===== src/rtl/core/urdiv_pkg.sv =====
// ----------------------------------------------------------------------------
// urdiv_pkg: shared types and constants for the unsigned restoring divider
// Operand width, field width, iteration counter sizing, controller command
// struct and the width conversion helpers.
// ----------------------------------------------------------------------------
package urdiv_pkg;

	// Internal division width (operands are zero-extended or truncated to it)
	localparam int WIDTH = 32;
	// Width of each field on the stream ports
	localparam int FIELD_W = 32;
	// Packed word width: two fields, already a whole number of bytes
	localparam int WORD_W = 2 * FIELD_W;

	// Iteration counter
	localparam int CNT_W = (WIDTH > 1) ? $clog2(WIDTH) : 1;
	localparam logic [CNT_W-1:0] CNT_LAST = CNT_W'(WIDTH - 1);

	// Common width for field <-> operand conversion
	localparam int EXT_W = (WIDTH > FIELD_W) ? WIDTH : FIELD_W;

	// Controller to datapath commands
	typedef struct packed {
		logic load;    // capture operands, clear partial remainder
		logic step;    // one shift-subtract iteration
		logic commit;  // write the result of this step into the output register
	} urdiv_cmd_t;

	// Field to operand: zero-extend or truncate
	function automatic logic [WIDTH-1:0] to_op(input logic [FIELD_W-1:0] f);
		logic [EXT_W-1:0] ext;
		ext = EXT_W'(f);
		return ext[WIDTH-1:0];
	endfunction

	// Operand to field: zero-extend or truncate
	function automatic logic [FIELD_W-1:0] to_field(input logic [WIDTH-1:0] v);
		logic [EXT_W-1:0] ext;
		ext = EXT_W'(v);
		return ext[FIELD_W-1:0];
	endfunction

endpackage


===== src/rtl/core/urdiv_dp.sv =====
// ----------------------------------------------------------------------------
// urdiv_dp: divider datapath
// Partial remainder, shifting dividend/quotient register, divisor register,
// one restoring shift-subtract step per command, and the output word register.
// ----------------------------------------------------------------------------
module urdiv_dp (
	input  logic                         clk,
	input  urdiv_pkg::urdiv_cmd_t        cmd,
	input  logic [urdiv_pkg::WORD_W-1:0] in_word,
	output logic [urdiv_pkg::WORD_W-1:0] out_word
);

	logic [urdiv_pkg::WIDTH-1:0] rem_q;
	logic [urdiv_pkg::WIDTH-1:0] quo_q;   // dividend bits shift out, quotient bits shift in
	logic [urdiv_pkg::WIDTH-1:0] div_q;
	logic [urdiv_pkg::WORD_W-1:0] res_q;

	logic [urdiv_pkg::WIDTH:0]   shifted;
	logic [urdiv_pkg::WIDTH+1:0] diff;
	logic                        ge;
	logic [urdiv_pkg::WIDTH-1:0] rem_nxt;
	logic [urdiv_pkg::WIDTH-1:0] quo_nxt;

	// One iteration: shift in next dividend bit, trial subtract, restore on borrow
	always_comb begin
		shifted = {rem_q, quo_q[urdiv_pkg::WIDTH-1]};
		diff    = {1'b0, shifted} - {2'b00, div_q};
		ge      = ~diff[urdiv_pkg::WIDTH+1];
		rem_nxt = ge ? diff[urdiv_pkg::WIDTH-1:0] : shifted[urdiv_pkg::WIDTH-1:0];
		quo_nxt = {quo_q[urdiv_pkg::WIDTH-2:0], ge};
	end

	// Working registers
	always_ff @(posedge clk) begin
		if (cmd.load) begin
			rem_q <= '0;
			quo_q <= urdiv_pkg::to_op(in_word[urdiv_pkg::FIELD_W-1:0]);
			div_q <= urdiv_pkg::to_op(in_word[urdiv_pkg::WORD_W-1:urdiv_pkg::FIELD_W]);
		end else if (cmd.step) begin
			rem_q <= rem_nxt;
			quo_q <= quo_nxt;
		end
	end

	// Output word: quotient low, remainder high
	always_ff @(posedge clk) begin
		if (cmd.commit) begin
			res_q <= {urdiv_pkg::to_field(rem_nxt), urdiv_pkg::to_field(quo_nxt)};
		end
	end

	assign out_word = res_q;

endmodule


===== src/rtl/core/urdiv_ctrl.sv =====
// ----------------------------------------------------------------------------
// urdiv_ctrl: divider controller
// Accepts a word when idle, sequences WIDTH iterations and holds the output
// valid flag; the last iteration waits while the output register is full.
// ----------------------------------------------------------------------------
module urdiv_ctrl (
	input  logic                  clk,
	input  logic                  arst_n,
	input  logic                  s_tvalid,
	output logic                  s_tready,
	output logic                  m_tvalid,
	input  logic                  m_tready,
	output urdiv_pkg::urdiv_cmd_t cmd
);

	typedef enum logic [0:0] {
		ST_IDLE,
		ST_BUSY
	} state_t;

	state_t                      state_q;
	logic [urdiv_pkg::CNT_W-1:0] cnt_q;
	logic                        m_tvalid_q;
	logic                        out_free;
	logic                        last;

	// Command decode
	always_comb begin
		out_free   = ~m_tvalid_q | m_tready;
		last       = (cnt_q == urdiv_pkg::CNT_LAST);
		s_tready   = (state_q == ST_IDLE);
		cmd.load   = s_tready & s_tvalid;
		cmd.step   = (state_q == ST_BUSY) & (~last | out_free);
		cmd.commit = (state_q == ST_BUSY) & last & out_free;
	end

	// State, iteration count and output valid
	always_ff @(posedge clk or negedge arst_n) begin
		if (!arst_n) begin
			state_q    <= ST_IDLE;
			cnt_q      <= '0;
			m_tvalid_q <= 1'b0;
		end else begin
			unique case (state_q)
				ST_IDLE: begin
					if (cmd.load) begin
						state_q <= ST_BUSY;
						cnt_q   <= '0;
					end
				end
				ST_BUSY: begin
					if (cmd.commit) begin
						state_q <= ST_IDLE;
					end else if (cmd.step) begin
						cnt_q <= cnt_q + 1'b1;
					end
				end
				default: begin
					state_q <= ST_IDLE;
				end
			endcase
			if (cmd.commit) begin
				m_tvalid_q <= 1'b1;
			end else if (m_tready) begin
				m_tvalid_q <= 1'b0;
			end
		end
	end

	assign m_tvalid = m_tvalid_q;

`ifndef SYNTH
	// A result is only written into a free output register
	a_commit_free: assert property (@(posedge clk) disable iff (!arst_n)
		cmd.commit |-> (!m_tvalid || m_tready))
		else $error("urdiv_ctrl: commit over a pending result");

	// Commit always comes with the final iteration
	a_commit_step: assert property (@(posedge clk) disable iff (!arst_n)
		cmd.commit |-> (cmd.step && cnt_q == urdiv_pkg::CNT_LAST))
		else $error("urdiv_ctrl: commit outside last iteration");

	// After an accepted word no further word is taken until it completes
	a_load_busy: assert property (@(posedge clk) disable iff (!arst_n)
		cmd.load |=> (!s_tready && cnt_q == '0))
		else $error("urdiv_ctrl: ready right after load");

	// Commit makes the output valid
	a_commit_valid: assert property (@(posedge clk) disable iff (!arst_n)
		cmd.commit |=> m_tvalid)
		else $error("urdiv_ctrl: result lost after commit");
`endif

endmodule


===== src/rtl/core/unsigned_restoring_divider.sv =====
// ----------------------------------------------------------------------------
// unsigned_restoring_divider: unsigned integer divider, quotient and remainder
// Restoring shift-subtract divider with a stream input and a stream output.
// ----------------------------------------------------------------------------
// The operands of a word are captured on load, then the shared shift-subtract
// step gives one quotient bit per cycle, the loop that sets the rate. The
// finished word sits in an output register, so the next word is accepted while
// it waits to be taken; the last iteration stalls only while that register
// still holds an untaken result.
// A zero divisor gives an all-ones quotient and the dividend as remainder.
module unsigned_restoring_divider (
	input  logic                         clk,
	input  logic                         arst_n,
	input  logic                         s_tvalid,
	output logic                         s_tready,
	input  logic [urdiv_pkg::WORD_W-1:0] s_tdata,  // [31:0] dividend, [63:32] divisor
	output logic                         m_tvalid,
	input  logic                         m_tready,
	output logic [urdiv_pkg::WORD_W-1:0] m_tdata   // [31:0] quotient, [63:32] remainder
);

	urdiv_pkg::urdiv_cmd_t cmd;

	// Sequencer
	urdiv_ctrl u_ctrl (
		.clk      (clk),
		.arst_n   (arst_n),
		.s_tvalid (s_tvalid),
		.s_tready (s_tready),
		.m_tvalid (m_tvalid),
		.m_tready (m_tready),
		.cmd      (cmd)
	);

	// Arithmetic and result register
	urdiv_dp u_dp (
		.clk      (clk),
		.cmd      (cmd),
		.in_word  (s_tdata),
		.out_word (m_tdata)
	);

endmodule


===== config.mk =====
export PLATFORM = sky130hd
export DESIGN_NAME = unsigned_restoring_divider
export DESIGN_NICKNAME = d
export VERILOG_FILES = /design/src/rtl/core/urdiv_pkg.sv /design/src/rtl/core/urdiv_dp.sv /design/src/rtl/core/urdiv_ctrl.sv /design/src/rtl/core/unsigned_restoring_divider.sv
export SDC_FILE = /design/constraint.sdc
export NUM_CORES = 1
export LEC_CHECK = 0
export BUFFER_PORTS_ARGS = -buffer_cell sky130_fd_sc_hd__buf_2
export CAP_MARGIN = 20
export CORE_ASPECT_RATIO = 0.6
export CORE_UTILIZATION = 40
export CTS_BUF_LIST = sky130_fd_sc_hd__clkbuf_4 sky130_fd_sc_hd__clkbuf_8
export DETAILED_ROUTE_END_ITERATION = 10
export GPL_ROUTABILITY_DRIVEN = 0
export PLACE_DENSITY_LB_ADDON = 0.08
export REMOVE_ABC_BUFFERS = 1
export SYNTH_ARGS = -nofsm -noshare
export SYNTH_HDL_FRONTEND = slang
export SYNTH_SLANG_ARGS = --single-unit
export TNS_END_PERCENT = 30

===== constraint.sdc =====
create_clock -name clk -period 9.45 [get_ports clk]
set_clock_uncertainty 0.15 [all_clocks]
set_input_delay 0.4725 -clock clk [delete_from_list [all_inputs] [get_ports clk]]
set_output_delay 0.4725 -clock clk [all_outputs]
set_load 0.05 [all_outputs]

Yosys cells after proc, flatten, opt, wreduce, memory -nomap -nowiden
Index checks and enable logic that the tools add are counted.
{ "classes": {"add_sub_neg": 2, "multipliers": 0, "n_div": 0, "magnitude_cmp": 0, "eq_ne": 4, "n_shift": 0, "n_mux": 12, "bitwise": 10, "reduce_logical": 3} }
{ "ops": {"columns": ["operator", "count"], "rows": [
  ["32-bit 2-to-1 mux", 3],
  ["33-bit by 32-bit subtractor with 34-bit output", 1],
  ["5-bit 2-to-1 mux", 3],
  ["5-bit one-hot mux with 2 select lines", 1],
  ["5-bit by 1-bit adder with 5-bit output, second input constant", 1],
  ["5-bit equality test, second input constant", 1],
  ["1-bit bitwise AND", 4],
  ["1-bit 2-to-1 mux", 4],
  ["2-bit != test, second input constant", 2],
  ["1-bit NOT", 4],
  ["2-bit nonzero test", 2],
  ["3-bit AND reduction", 1],
  ["2-bit by 1-bit != test with 1-bit output, second input constant", 1],
  ["1-bit OR", 2],
  ["1-bit one-hot mux with 2 select lines", 1]
]} }
{ "word_totals": {"ff_bits": 167, "latchBits": 0, "ramBits": 0, "romBits": 0, "output_inout_bits": 66, "elab_cells": 38, "n_memories": 0} }

Logic depth before layout (Yosys ltp)
{ "depth": {"word_depth": 7, "mapped_depth": 13} }

Cells and area by module
From an unflattened synthesis, not the netlist that was laid out.
{ "unflattened": {"cells_unflattened": 661, "area_unflattened_um2": 8109.0} }
{ "by_module_without_submodules": {"columns": ["mod", "n_inst", "cells_per_inst", "area_per_inst_um2"], "rows": [
  ["urdiv_dp", 1, 623, 7723.7],
  ["urdiv_ctrl", 1, 38, 385.4]
]} }

Worst setup path before layout
OpenSTA, ideal clock, no wires.
{ "synth_timing": {"path_type": "register -> register", "from": "register u_ctrl.cnt_q[0] in the netlist's numbering", "to": "register u_dp.res_q (netlist bit u_dp.out_word[0]), enable pin", "arrival_time_ns": 3.929, "required_time_ns": 8.812, "setup_slack_ns": 4.883, "path_stages_with_launch": 7, "n_path_buf": 1, "synth_period_minus_slack_ns": 4.567, "path_cell_list": "dfrtp_1 -> ha_1 -> and3_1 -> ha_1 -> clkbuf_1 -> nand2_1 -> nor2_1"} }
{ "synth_lines": {"columns": ["item", "line", "rtl"], "rows": [
  ["from (decl)", "urdiv_ctrl.sv:22", "logic [urdiv_pkg::CNT_W-1:0] cnt_q;"],
  ["from (signal assigned)", "urdiv_ctrl.sv:55", "cnt_q <= cnt_q + 1'b1;"],
  ["to (signal assigned)", "urdiv_dp.sv:48", "res_q <= {urdiv_pkg::to_field(rem_nxt), urdiv_pkg::to_field(quo_nxt)};"],
  ["to (decl)", "urdiv_dp.sv:16", "logic [urdiv_pkg::WORD_W-1:0] res_q;"]
]} }

Final worst setup path
{ "layout_timing": {"from": "register u_dp.div_q[16] in the netlist's numbering", "to": "register u_dp.res_q (netlist bit u_dp.out_word[33]) (data pin)"} }
{ "layout_via": {"elab_chain_cells": 2} }
{ "layout_rtl": {"columns": ["item", "line", "rtl"], "rows": [
  ["from (decl)", "urdiv_dp.sv:15", "logic [urdiv_pkg::WIDTH-1:0] div_q;"],
  ["from (signal assigned)", "urdiv_dp.sv:38", "div_q <= urdiv_pkg::to_op(in_word[urdiv_pkg::WORD_W-1:urdiv_pkg::FIELD_W]);"],
  ["33-bit by 32-bit subtractor with 34-bit output", "urdiv_dp.sv:27", "diff = {1'b0, shifted} - {2'b00, div_q};"],
  ["32-bit 2-to-1 mux", "urdiv_dp.sv:29", "rem_nxt = ge ? diff[urdiv_pkg::WIDTH-1:0] : shifted[urdiv_pkg::WIDTH-1:0];"],
  ["net u_dp.rem_nxt (one bit)", "urdiv_dp.sv:21", "logic [urdiv_pkg::WIDTH-1:0] rem_nxt;"]
]} }
The timed path passes the listed nets, and every way through them passes these cells.
A chain may end at the register's enable or synchronous reset.

==> impl_metrics.tcl <==
set metrics [dict create \
    slew_viol_final 0 \
    cts_resized 0 \
    rr_worst_depth 11 \
    row_count 40 \
    drtAntennaViolNets 0 \
    synth_top_flop_cell "edfxtp_1" \
    ys_types 73 \
    drc 0 \
    hold_violations 0 \
    power.leakage_nw 4.100 \
    synth_top_area_share_pct 46.40 \
    grt_use_total_pct 20.27 \
    avgViaCountPerCell 5.363 \
    drt_wl_total_um 21290 \
    synthArstFlopShare_pct 4.192 \
    period_needed_ps 4207 \
    rrSetupSlack_ps 5240 \
    cts_max_path_buffers 2 \
    dp_hpwl_um 13890 \
    tightest_slew_ps 1115 \
    fin_nets 1048 \
    diodes 0 \
    initial_utilization_pct 41.07 \
    min_path_type "input port to register" \
    endpoint "u_dp.out_word[33]" \
    path_class "register to register" \
    cts_tree "done" \
    vias 6602 \
    area_delta_synth_final_pct 20.33 \
    stdcell_area_mm2 0.009967 \
    critPathLaunch "u_dp.div_q[16]" \
    yosys.area.top_type "edfxtp_1" \
    drive_gt1_share_pct 20.98 \
    worstPathArrival_ps 4270 \
    wl_per_cell_um 17.30 \
    worstSkewPairLatency_ps 480 \
    cts_root_buf "clkbuf_8" \
    r2r_end "u_dp.out_word[33]" \
    setup_violations 0 \
    rsz0062_at_grt "no" \
    clock-sinks 167 \
    yosysSeqAreaShare_pct 56.25 \
    ir_drop_uv 125.3 \
    relSlewSlack_pct 25.64 \
    io_buffers 133 \
    grt_first_pass_wirelength_um 33150 \
    end_kind "register" \
    die_area_mm2 0.02131 \
    drt_iter0_markers 585 \
    cts_buffers 17 \
    grt_max_degree 66 \
    path_clk_slew_ps 80 \
    cts_max_level 4 \
    cts_setup_buffers 0 \
    dr.pass1.iters 5 \
    status "finished, final reports clean" \
    ys_ff_latch 167 \
    grt_overflow_total 0 \
    required_ps 9510 \
    core_area_mm2 0.02017 \
    place_area_mm2 0.009233 \
    ctsHoldBuffers 22 \
    antenna_found_initial 0 \
    syn_inst 788 \
    netlist_top_cells_area "edfxtp_1 46%, dfxtp_1 7.7%, nand2_1 6.8%" \
    grt_pass1_vias 6213 \
    die_x_um 187.8 \
    power_density_mw_per_mm2 339.9 \
    ioPinCount 134 \
    tns_ps 0 \
    synth_edf_count 128 \
    synth_area_mm2 0.008283 \
    max_freq_mhz 237.7 \
    yosys_warnings 0 \
    r2r-start "u_dp.div_q[16]" \
    max_cap_viol_count 0 \
    avgSynthCellArea_um2 10.51 \
    fin_crit_sh_pct 44.52 \
    critPathLaunchType "register" \
    critical_path_peak_fanout 17 \
    dieHeight_um 113.5 \
]
-- layout make-up --
cell class,instances,area (µm²)
clock buffer,21,264.0
clock inverter,11,150.1
fill,1892,10200
inverter,52,196.4
multi-input combinational,534,3302
sequential,167,4659
tap,273,341.6
timing repair buffer,173,1054
-- critical path, stage by stage (launching register included) --
cell      delay (ps)
edfxtp_1         350
inv_1             50
ha_1             370
a21oi_1          260
o21ai_0          220
a31oi_1          300
o221ai_2         180
o21ai_2          270
a211oi_4         100
nor2_2           680
clkinv_2         570
mux2_2           440
-- cells in the final DEF (no fill, tap or decap), types with 30 or more instances in the layout --
cell type	count
edfxtp_1	128
o21ai_0	32
nor2_1	34
nand3_1	33
buf_2	133
inv_1	50
ha_1	34
a21oi_1	43
dlygate4sd3_1	30
dfxtp_1	32
nand2_1	150
-- synthesized netlist by cell type (5+ instances only) --
cell type,number
nor2_1,35
xnor2_1,13
dfxtp_1,32
and3_1,7
nor3_1,22
dfrtp_1,7
o31ai_1,15
o221ai_1,8
nor2b_1,5
nand2b_1,5
inv_1,50
and2_1,7
nand3_1,33
edfxtp_1,128
a211oi_1,5
o21ai_0,32
xor2_1,10
a21oi_1,44
clkbuf_1,24
a21o_1,11
a31oi_1,6
o211ai_1,9
nand2_1,151
ha_1,34
nand4_1,14
mux2_2,7
-- state kept, by name (all words and copies together) (netlist names) --
signal and flops:
u_ctrl.state_q 1, u_ctrl.m_tvalid 1, u_ctrl.cnt_q 5, u_dp.quo_q 32, u_dp.out_word 64, u_dp.rem_q 32
u_dp.div_q 32
-- how the worst min path moves through the flow --
stage	cells after the start	slack, ps	startpoint	endpoint
5_1_grt	1	6	s_tdata[33]	u_dp.div_q[1]
3_5_place_dp	1	170	arst_n	u_ctrl.m_tvalid
4_1_cts	1	0.4	s_tdata[35]	u_dp.div_q[3]
2_1_floorplan	0	30	arst_n	u_ctrl.cnt_q[0]
3_3_place_gp	1	160	arst_n	u_ctrl.m_tvalid
6_report	1	50	s_tdata[33]	u_dp.div_q[1]
-- power breakdown --
group / internal, mW / switching [mW] / total, mW / leakage (nW)
sequential: 1.10 / 0.126 / 1.22 / 1.55
clock: 0.274 / 0.275 / 0.549 / 0.197
combinational: 0.615 / 1.00 / 1.61 / 2.35
total: 1.99 / 1.40 / 3.39 / 4.10
-- per-stage QoR --
stage / worst slack (ps) / cells / hold slack [ps] / utilization [%] / total power [mW]
CTS: 5292 / 1222 / 0.3519 / 48.92 / 3.387
floorplan: 4251 / 753 / 26.91 / - / 2.380
detailed placement: 5312 / 1168 / 169.5 / 45.78 / 2.811
global route: 5041 / 1231 / 6.366 / 49.42 / 3.638
global placement: 5526 / 1168 / 159.5 / 45.78 / 2.770
finish: 5243 / 1231 / 52.83 / 49.42 / 3.388
-- kinds of logic (layout without fill, tap and decap cells) --
kind of cell,Yosys count,in the layout,share of synthesized area [%]
adder cells (fa/ha/maj),35,35,5.378
multiplexers,9,9,1.193
XOR/XNOR,23,23,2.432
AO/OA/AOI/OAI,171,171,14.20
buffers and inverters,87,257,4.335
AND/OR/NAND/NOR,296,296,16.21
flip-flops,167,167,56.25
-- metal layers --
| metal | up-vias | routed length (µm) | share of wire, % | track usage [%] |
|---|---|---|---|---|
| met5 | - | 0 | 0 | 0 |
| met4 | 0 | 217 | 1.0 | 6.667 |
| met3 | 23 | 1344 | 6.3 | 4.862 |
| met2 | 238 | 8796 | 41 | 28.49 |
| met1 | 3152 | 10930 | 51 | 30.35 |
| li1 | 3189 | - | - | - |
Power figures use the tool's default switching activity.
